File: config.mk
export PLATFORM = sky130hd
export DESIGN_NAME = neighbour_table_insert_lookup
export DESIGN_NICKNAME = d
export VERILOG_FILES = /design/src/rtl/core/ntil_pkg.sv /design/src/rtl/core/ntil_cell.sv /design/src/rtl/core/neighbour_table_insert_lookup.sv
export SDC_FILE = /design/constraint.sdc
export NUM_CORES = 1
export LEC_CHECK = 0
export BUFFER_PORTS_ARGS = -buffer_cell sky130_fd_sc_hd__buf_4
export CORE_MARGIN = 5
export CORE_UTILIZATION = 60
export CTS_CLUSTER_SIZE = 8
export DETAILED_ROUTE_END_ITERATION = 12
export PLACE_DENSITY = 0.75
export SKIP_LAST_GASP = 1
export SLEW_MARGIN = 30
export SYNTH_ARGS = -nofsm -noshare
export SYNTH_HDL_FRONTEND = slang
export SYNTH_SLANG_ARGS = --single-unit
File: constraint.sdc
create_clock -name i_clk -period 4.6 [get_ports i_clk]
set_input_delay 0.92 -clock i_clk [delete_from_list [all_inputs] [get_ports i_clk]]
set_output_delay 0.92 -clock i_clk [all_outputs]
set_load 0.005 [all_outputs]
File: src/rtl/core/ntil_pkg.sv
// ----------------------------------------------------------------------------
// neighbour table package
// shared widths, codes and the search token passed along the cell row
// ----------------------------------------------------------------------------
package ntil_pkg;

    localparam int DEF_TABLE_DEPTH = 16;
    localparam int ADDR_W          = 16;
    localparam int RSSI_W          = 8;
    localparam int IDX_W           = 6;
    localparam int CNT_W           = 7;
    localparam int MODE_W          = 2;
    localparam int PADDR_W         = 3;
    localparam int PDATA_W         = 32;

    localparam logic signed [RSSI_W-1:0] RSSI_FLOOR_RST = -8'sd80;
    localparam logic [ADDR_W-1:0]        MY_ID_RST      = '0;

    typedef enum logic [MODE_W-1:0] {
        MODE_BEACON = 2'd0,
        MODE_LIST   = 2'd1,
        MODE_LOOKUP = 2'd2,
        MODE_CLEAR  = 2'd3
    } t_mode;

    typedef enum logic {
        REG_RSSI_FLOOR = 1'b0,
        REG_MY_ID      = 1'b1
    } t_reg;

    typedef struct packed {
        logic              active;
        logic              key_ok;
        logic              insert;
        logic [ADDR_W-1:0] key;
        logic              hit;
        logic              added;
        logic [IDX_W-1:0]  idx;
    } t_token;

endpackage

File: src/rtl/core/ntil_cell.sv
// ----------------------------------------------------------------------------
// neighbour table cell
// holds one table slot, compares or captures the passing token, forwards it
// ----------------------------------------------------------------------------
module ntil_cell #(
    parameter int CELL_IDX = 0
) (
    input  logic            i_clk,
    input  logic            i_rst_n,
    input  logic            i_adv,
    input  logic            i_clear,
    input  ntil_pkg::t_token i_tok,
    output ntil_pkg::t_token o_tok
);

    logic [ntil_pkg::ADDR_W-1:0] r_entry;
    logic                        r_valid;
    ntil_pkg::t_token            r_tok;
    ntil_pkg::t_token            n_tok;
    logic                        w_match;
    logic                        w_take;

    always_comb begin
        w_match = i_tok.active && i_tok.key_ok && r_valid && (r_entry == i_tok.key);
        w_take  = i_tok.active && i_tok.insert && !r_valid && !i_tok.hit;
        n_tok   = i_tok;
        if (w_match || w_take) begin
            n_tok.hit = 1'b1;
            n_tok.idx = ntil_pkg::IDX_W'(CELL_IDX);
        end
        if (w_take) begin
            n_tok.added = 1'b1;
        end
    end

    always_ff @(posedge i_clk) begin
        if (!i_rst_n) begin
            r_valid <= 1'b0;
            r_tok   <= '0;
        end else begin
            if (i_clear) begin
                r_valid <= 1'b0;
            end else if (i_adv && w_take) begin
                r_valid <= 1'b1;
            end
            if (i_adv) begin
                r_tok <= n_tok;
            end
        end
    end

    always_ff @(posedge i_clk) begin
        if (i_adv && w_take) begin
            r_entry <= i_tok.key;
        end
    end

    assign o_tok = r_tok;

endmodule

File: src/rtl/core/neighbour_table_insert_lookup.sv
// ----------------------------------------------------------------------------
// neighbour table insert and lookup
// table of neighbour addresses kept in a row of cells, searched by a token
// ----------------------------------------------------------------------------
// Each item launches a search token into a row of TABLE_DEPTH cells, one cell
// per slot; the token moves one cell per cycle while the output is not
// stalled, and the result of an item is registered when the token leaves
// the last cell. The next item is taken only after that exit, so the row holds
// one item at a time. A clear empties every slot at the input transfer
// itself. The result register holds a finished result until its output
// transfer; while it is stalled the token waits in the last cell.
module neighbour_table_insert_lookup #(
    parameter int TABLE_DEPTH = ntil_pkg::DEF_TABLE_DEPTH
) (
    input  logic                                i_clk,
    input  logic                                i_rst_n,
    input  logic                                i_in_valid,
    output logic                                o_in_stall,
    input  logic [ntil_pkg::MODE_W-1:0]         i_mode,
    input  logic [ntil_pkg::ADDR_W-1:0]         i_src_addr,
    input  logic signed [ntil_pkg::RSSI_W-1:0]  i_rssi,
    input  logic [ntil_pkg::ADDR_W-1:0]         i_list_word,
    input  logic                                i_list_last,
    output logic                                o_out_valid,
    input  logic                                i_out_stall,
    output logic [ntil_pkg::IDX_W-1:0]          o_entry_index,
    output logic                                o_found,
    output logic                                o_added,
    output logic                                o_rejected_weak,
    output logic                                o_own_id_seen,
    output logic [ntil_pkg::CNT_W-1:0]          o_neighbour_count,
    input  logic                                psel,
    input  logic                                penable,
    input  logic                                pwrite,
    input  logic [ntil_pkg::PADDR_W-1:0]        paddr,
    input  logic [ntil_pkg::PDATA_W-1:0]        pwdata,
    output logic [ntil_pkg::PDATA_W-1:0]        prdata,
    output logic                                pready
);

    ntil_pkg::t_token                    w_tok [TABLE_DEPTH+1];
    ntil_pkg::t_token                    w_launch;
    ntil_pkg::t_mode                     w_mode;
    logic                                w_in_acc;
    logic                                w_exit;
    logic                                w_adv;
    logic                                w_clear;
    logic                                w_cfg_wr;
    logic                                w_weak;
    logic                                w_own;
    logic                                w_ins;

    logic                                r_busy;
    logic                                r_out_valid;
    logic [ntil_pkg::IDX_W-1:0]          r_entry_index;
    logic                                r_found;
    logic                                r_added;
    logic                                r_rejected_weak;
    logic                                r_own_id_seen;
    logic [ntil_pkg::CNT_W-1:0]          r_neighbour_count;
    logic [ntil_pkg::CNT_W-1:0]          r_count;
    logic                                r_list_ended;
    logic                                n_list_ended;
    logic                                r_weak;
    logic                                r_own;
    logic signed [ntil_pkg::RSSI_W-1:0]  r_rssi_floor;
    logic [ntil_pkg::ADDR_W-1:0]         r_my_id;

    assign w_mode   = ntil_pkg::t_mode'(i_mode);
    assign w_in_acc = i_in_valid && !r_busy;
    assign w_exit   = w_tok[TABLE_DEPTH].active && (!r_out_valid || !i_out_stall);
    assign w_adv    = !(w_tok[TABLE_DEPTH].active && r_out_valid && i_out_stall);
    assign w_clear  = w_in_acc && (w_mode == ntil_pkg::MODE_CLEAR);
    assign w_cfg_wr = psel && penable && pwrite && pready;

    // item decode
    always_comb begin
        w_weak       = 1'b0;
        w_own        = 1'b0;
        w_ins        = 1'b0;
        n_list_ended = r_list_ended;
        case (w_mode)
            ntil_pkg::MODE_BEACON: begin
                w_weak = (i_rssi < r_rssi_floor);
                w_ins  = !w_weak;
            end
            ntil_pkg::MODE_LIST: begin
                if (!r_list_ended) begin
                    w_own = (i_list_word == r_my_id);
                    w_ins = w_own;
                    if (i_list_word == '0) begin
                        n_list_ended = 1'b1;
                    end
                end
                if (i_list_last) begin
                    n_list_ended = 1'b0;
                end
            end
            ntil_pkg::MODE_LOOKUP: begin
                w_ins = 1'b0;
            end
            ntil_pkg::MODE_CLEAR: begin
                n_list_ended = 1'b0;
            end
            default: begin
                w_ins = 1'b0;
            end
        endcase
    end

    always_comb begin
        w_launch        = '0;
        w_launch.active = w_in_acc;
        w_launch.key_ok = (w_mode != ntil_pkg::MODE_CLEAR) && (i_src_addr != '0);
        w_launch.insert = w_ins && w_launch.key_ok;
        w_launch.key    = i_src_addr;
    end

    assign w_tok[0] = w_launch;

    for (genvar g = 0; g < TABLE_DEPTH; g++) begin : g_cell
        ntil_cell #(
            .CELL_IDX (g)
        ) u_cell (
            .i_clk   (i_clk),
            .i_rst_n (i_rst_n),
            .i_adv   (w_adv),
            .i_clear (w_clear),
            .i_tok   (w_tok[g]),
            .o_tok   (w_tok[g+1])
        );
    end

    // control
    always_ff @(posedge i_clk) begin
        if (!i_rst_n) begin
            r_busy       <= 1'b0;
            r_out_valid  <= 1'b0;
            r_count      <= '0;
            r_list_ended <= 1'b0;
            r_rssi_floor <= ntil_pkg::RSSI_FLOOR_RST;
            r_my_id      <= ntil_pkg::MY_ID_RST;
        end else begin
            if (w_in_acc) begin
                r_busy       <= 1'b1;
                r_list_ended <= n_list_ended;
            end else if (w_exit) begin
                r_busy <= 1'b0;
            end
            if (w_clear) begin
                r_count <= '0;
            end else if (w_exit) begin
                r_count <= r_count + ntil_pkg::CNT_W'(w_tok[TABLE_DEPTH].added);
            end
            if (w_exit) begin
                r_out_valid <= 1'b1;
            end else if (!i_out_stall) begin
                r_out_valid <= 1'b0;
            end
            if (w_cfg_wr) begin
                case (ntil_pkg::t_reg'(paddr[2]))
                    ntil_pkg::REG_RSSI_FLOOR: r_rssi_floor <= pwdata[ntil_pkg::RSSI_W-1:0];
                    ntil_pkg::REG_MY_ID:      r_my_id      <= pwdata[ntil_pkg::ADDR_W-1:0];
                    default:                  r_my_id      <= r_my_id;
                endcase
            end
        end
    end

    // item flags and result payload
    always_ff @(posedge i_clk) begin
        if (w_in_acc) begin
            r_weak <= w_weak;
            r_own  <= w_own;
        end
        if (w_exit) begin
            r_entry_index     <= w_tok[TABLE_DEPTH].idx;
            r_found           <= w_tok[TABLE_DEPTH].hit;
            r_added           <= w_tok[TABLE_DEPTH].added;
            r_rejected_weak   <= r_weak;
            r_own_id_seen     <= r_own;
            r_neighbour_count <= r_count + ntil_pkg::CNT_W'(w_tok[TABLE_DEPTH].added);
        end
    end

    always_comb begin
        case (ntil_pkg::t_reg'(paddr[2]))
            ntil_pkg::REG_RSSI_FLOOR: prdata = {{(ntil_pkg::PDATA_W-ntil_pkg::RSSI_W){1'b0}},
                                                r_rssi_floor};
            ntil_pkg::REG_MY_ID:      prdata = {{(ntil_pkg::PDATA_W-ntil_pkg::ADDR_W){1'b0}},
                                                r_my_id};
            default:                  prdata = '0;
        endcase
    end

    assign pready            = 1'b1;
    assign o_in_stall        = r_busy;
    assign o_out_valid       = r_out_valid;
    assign o_entry_index     = r_entry_index;
    assign o_found           = r_found;
    assign o_added           = r_added;
    assign o_rejected_weak   = r_rejected_weak;
    assign o_own_id_seen     = r_own_id_seen;
    assign o_neighbour_count = r_neighbour_count;

endmodule

==> impl_metrics.toml <==
[status]
status = "finished, final reports clean"

[clocking]
cts_buffers = 96
insertion_delay_ps = 620
cts_sinks = 690
post_cts_buffers = 0
clockBufferDepth = 3
cts_resized = 0
clock-root-buffer = "clkbuf_16"
ctsHoldBuffers = 0
clkTransAtPathRegs_ps = 50
htree_num_levels = 3
tritoncts = "yes"

[detailed_routing]
wire_per_inst_um = 16.6
firstDrtPassIters = 7
drtIter0Drc = 1278
via_count = 18009
vias_per_cell = 5.50
wl_um = 54400
postRouteAntennaNets = 0
drc = 0

[yosys]
ys_seq_elements = 690
synth_top_family_by_area = "simple AND/OR/NAND/NOR gates"
synth_adder_area_share = 0.00428
synth_compound_area_frac = 0.0908
synth_cells = 2530
syn-cell-area_um2 = 26300
yosys.area.top_type = "dfxtp_1"
synthXorXnorAreaFrac = 0.0936
yosys.area_share.simple = 0.154
synth_edf_count = 273
synth.avg_cell_area_um2 = 10.4
async_flop_share = 0
ys_warn_count = 0
synth.distinct_cells = 45
synthMuxAreaShare = 0.000428
synth_top_area_frac = 0.318
synth_top_cells_by_area = "dfxtp_1, edfxtp_1, nand2_1"
synth_flop_cell = "dfxtp_1"
ys_seq_area_frac = 0.629

[timing]
finalCriticalPeriod_ps = 2880
drv_slew = 0
setup-tns-final_ps = 0
period_share = 0.626
rsz0062_at_grt = "false"
max_freq_mhz = 347
tightest_slew_ps = 913
slew_headroom = 0.391
final_hold_viol_count = 0
worst_clock_skew_ps = 14.5
setup_viol = 0

[global_route]
grt_pass1_wl_um = 90500
grt_pass1_vias = 17959
antenna_found_initial = 0
grt_usage = 0.228
overflow = 0
grt_max_degree = 220

[setup_path]
cp-start-kind = "primary input"
crit_arrival_ps = 3130
path_class = "primary input to register"
end_kind = "register"
required_ps = 4850
crit_fanout = 16

[place]
gp_congestion = 0.868
portBuffers = 99
dpl.hpwl_um = 34500

[power]
switching_power_mw = 2.68
vdd_drop_max_mv = 0.325
p_comb_frac = 0.019
finalPower_mw = 13.1
leakage_nw = 9.97
internal_power_mw = 10.4
p_seq_frac = 0.489
clock_power_share = 0.492
switching_share = 0.204
powerDensity_nw_per_um2 = 433

[floorplanning]
core_um2 = 43200
dieArea_um2 = 48100
die_w_um = 219
fp.dieH_um = 219
initial_utilization = 0.609
rows = 76
io_pins = 137

[job]
maxCapViolCount = 0

[cells_and_area]
drive_above_1_share = 0.101
antenna_cells = 0
nets = 2712
area_growth_pct = 15.2

[hold_path]
min_path_type = "register to register"
## critical path: stages
cell and delay [ps]:
buf_4 110, ha_1 300, nand4_1 100, o32ai_1 600
a2bb2oi_1 220, or3_4 420, inv_1 440
## area by class of cell
class	instances	area [µm²]
inverters	16	72.6
well taps	585	732
flip-flops and latches	690	16500
clock inverters	5	87.6
repair buffers	124	981
clock buffers	167	2710
multi-input cells	1690	9160
fillers	3168	12900
## power by group through the flow
stage / Sequential [mW] / Clock, mW / Combinational, mW
global route: 6.41 / 6.89 / 0.281
global placement: 6.53 / 0 / 0.246
detailed placement: 6.53 / 0 / 0.251
floorplan: 6.52 / 0 / 0.158
CTS: 6.41 / 6.56 / 0.253
finish: 6.41 / 6.45 / 0.253
## cell usage after synthesis (3+ instances only)
library cell	instances
and2_1	8
dfxtp_1	417
and3_1	4
o21ai_0	32
nand2b_1	3
nor4_1	29
xnor2_1	213
clkbuf_1	120
a21oi_1	326
ha_1	9
o21ai_2	3
nor2_1	85
buf_1	6
o22ai_1	10
edfxtp_1	273
nand2_1	673
nand4_1	63
a31oi_1	9
nand4bb_1	9
or4_1	6
buf_4	19
nand3_1	43
o21a_1	3
o211ai_1	3
buf_2	6
o221a_2	27
nor3_1	21
xor2_1	68
nor4b_1	4
inv_1	15
## metrics by stage
| stage | cells | util | hold WS [ps] | instance area [µm²] | worst slack, ps |
|---|---|---|---|---|---|
| 3_5_place_dp | 3105 | 0.637 | 415 | 27500 | 1030 |
| 6_report | 3277 | 0.702 | 431 | 30300 | 1720 |
| 3_3_place_gp | 3105 | 0.636 | 402 | 27500 | 1130 |
| 2_1_floorplan | 2547 | - | 400 | 26400 | 862 |
| 5_1_grt | 3277 | 0.702 | 435 | 30300 | 1600 |
| 4_1_cts | 3277 | 0.702 | 427 | 30300 | 1680 |
## path summary, 6_finish.rpt
path         cells after the start  slack, ps                           to       startpoint
max reg2reg                      8       1760  g_cell[0].u_cell.r_entry[3]  r_rssi_floor[3]
min                              0        430                o_own_id_seen            r_own
min reg2reg                      0        430                o_own_id_seen            r_own
max                              7       1720  g_cell[0].u_cell.r_entry[3]        i_rssi[7]
## cell usage in the layout, fill, tap and decap left out, drive strengths merged, types with 4 or more instances in the layout
cell     instances
nand2          673
dfxtp          417
a21oi          328
edfxtp         273
xnor2          213
clkbuf         167
buf            124
nor2            85
xor2            68
nand4           63
nand3           43
o21ai           37
nor4            29
o221a           27
nor3            21
conb            19
inv             19
o22ai           10
and2            10
nand4bb          9
a31oi            9
ha               9
or4              6
nor4b            4
and3             4
## logic make-up (layout without fill, tap and decap cells)
family,count (synthesis),in the layout
adders and majority gates,9,9
AOI/OAI and AO/OA,426,426
and+or+nand+nor,954,954
other,2,19
xor gates and xnor gates,281,281
muxes,1,1
buffers and inverters,167,312
DFF,690,690
## registers in the layout (all words and copies together), names as in the netlist
name	count
o_out_valid	1
r_list_ended	1
g_cell.u_cell.r_entry	256
g_cell.u_cell.o_tok	367
o_added	1
o_own_id_seen	1
r_weak	1
o_in_stall	1
o_rejected_weak	1
r_count	7
r_rssi_floor	8
o_neighbour_count	7
o_found	1
o_entry_index	4
g_cell.u_cell.r_valid	16
r_my_id	16
r_own	1
## metal layers
metal	part of all wire	global-route usage
met5	0	0
met1	0.44	0.307
met2	0.47	0.366
met4	0.025	0.0827
met3	0.058	0.0498
(Power assumes the default switching activity.)
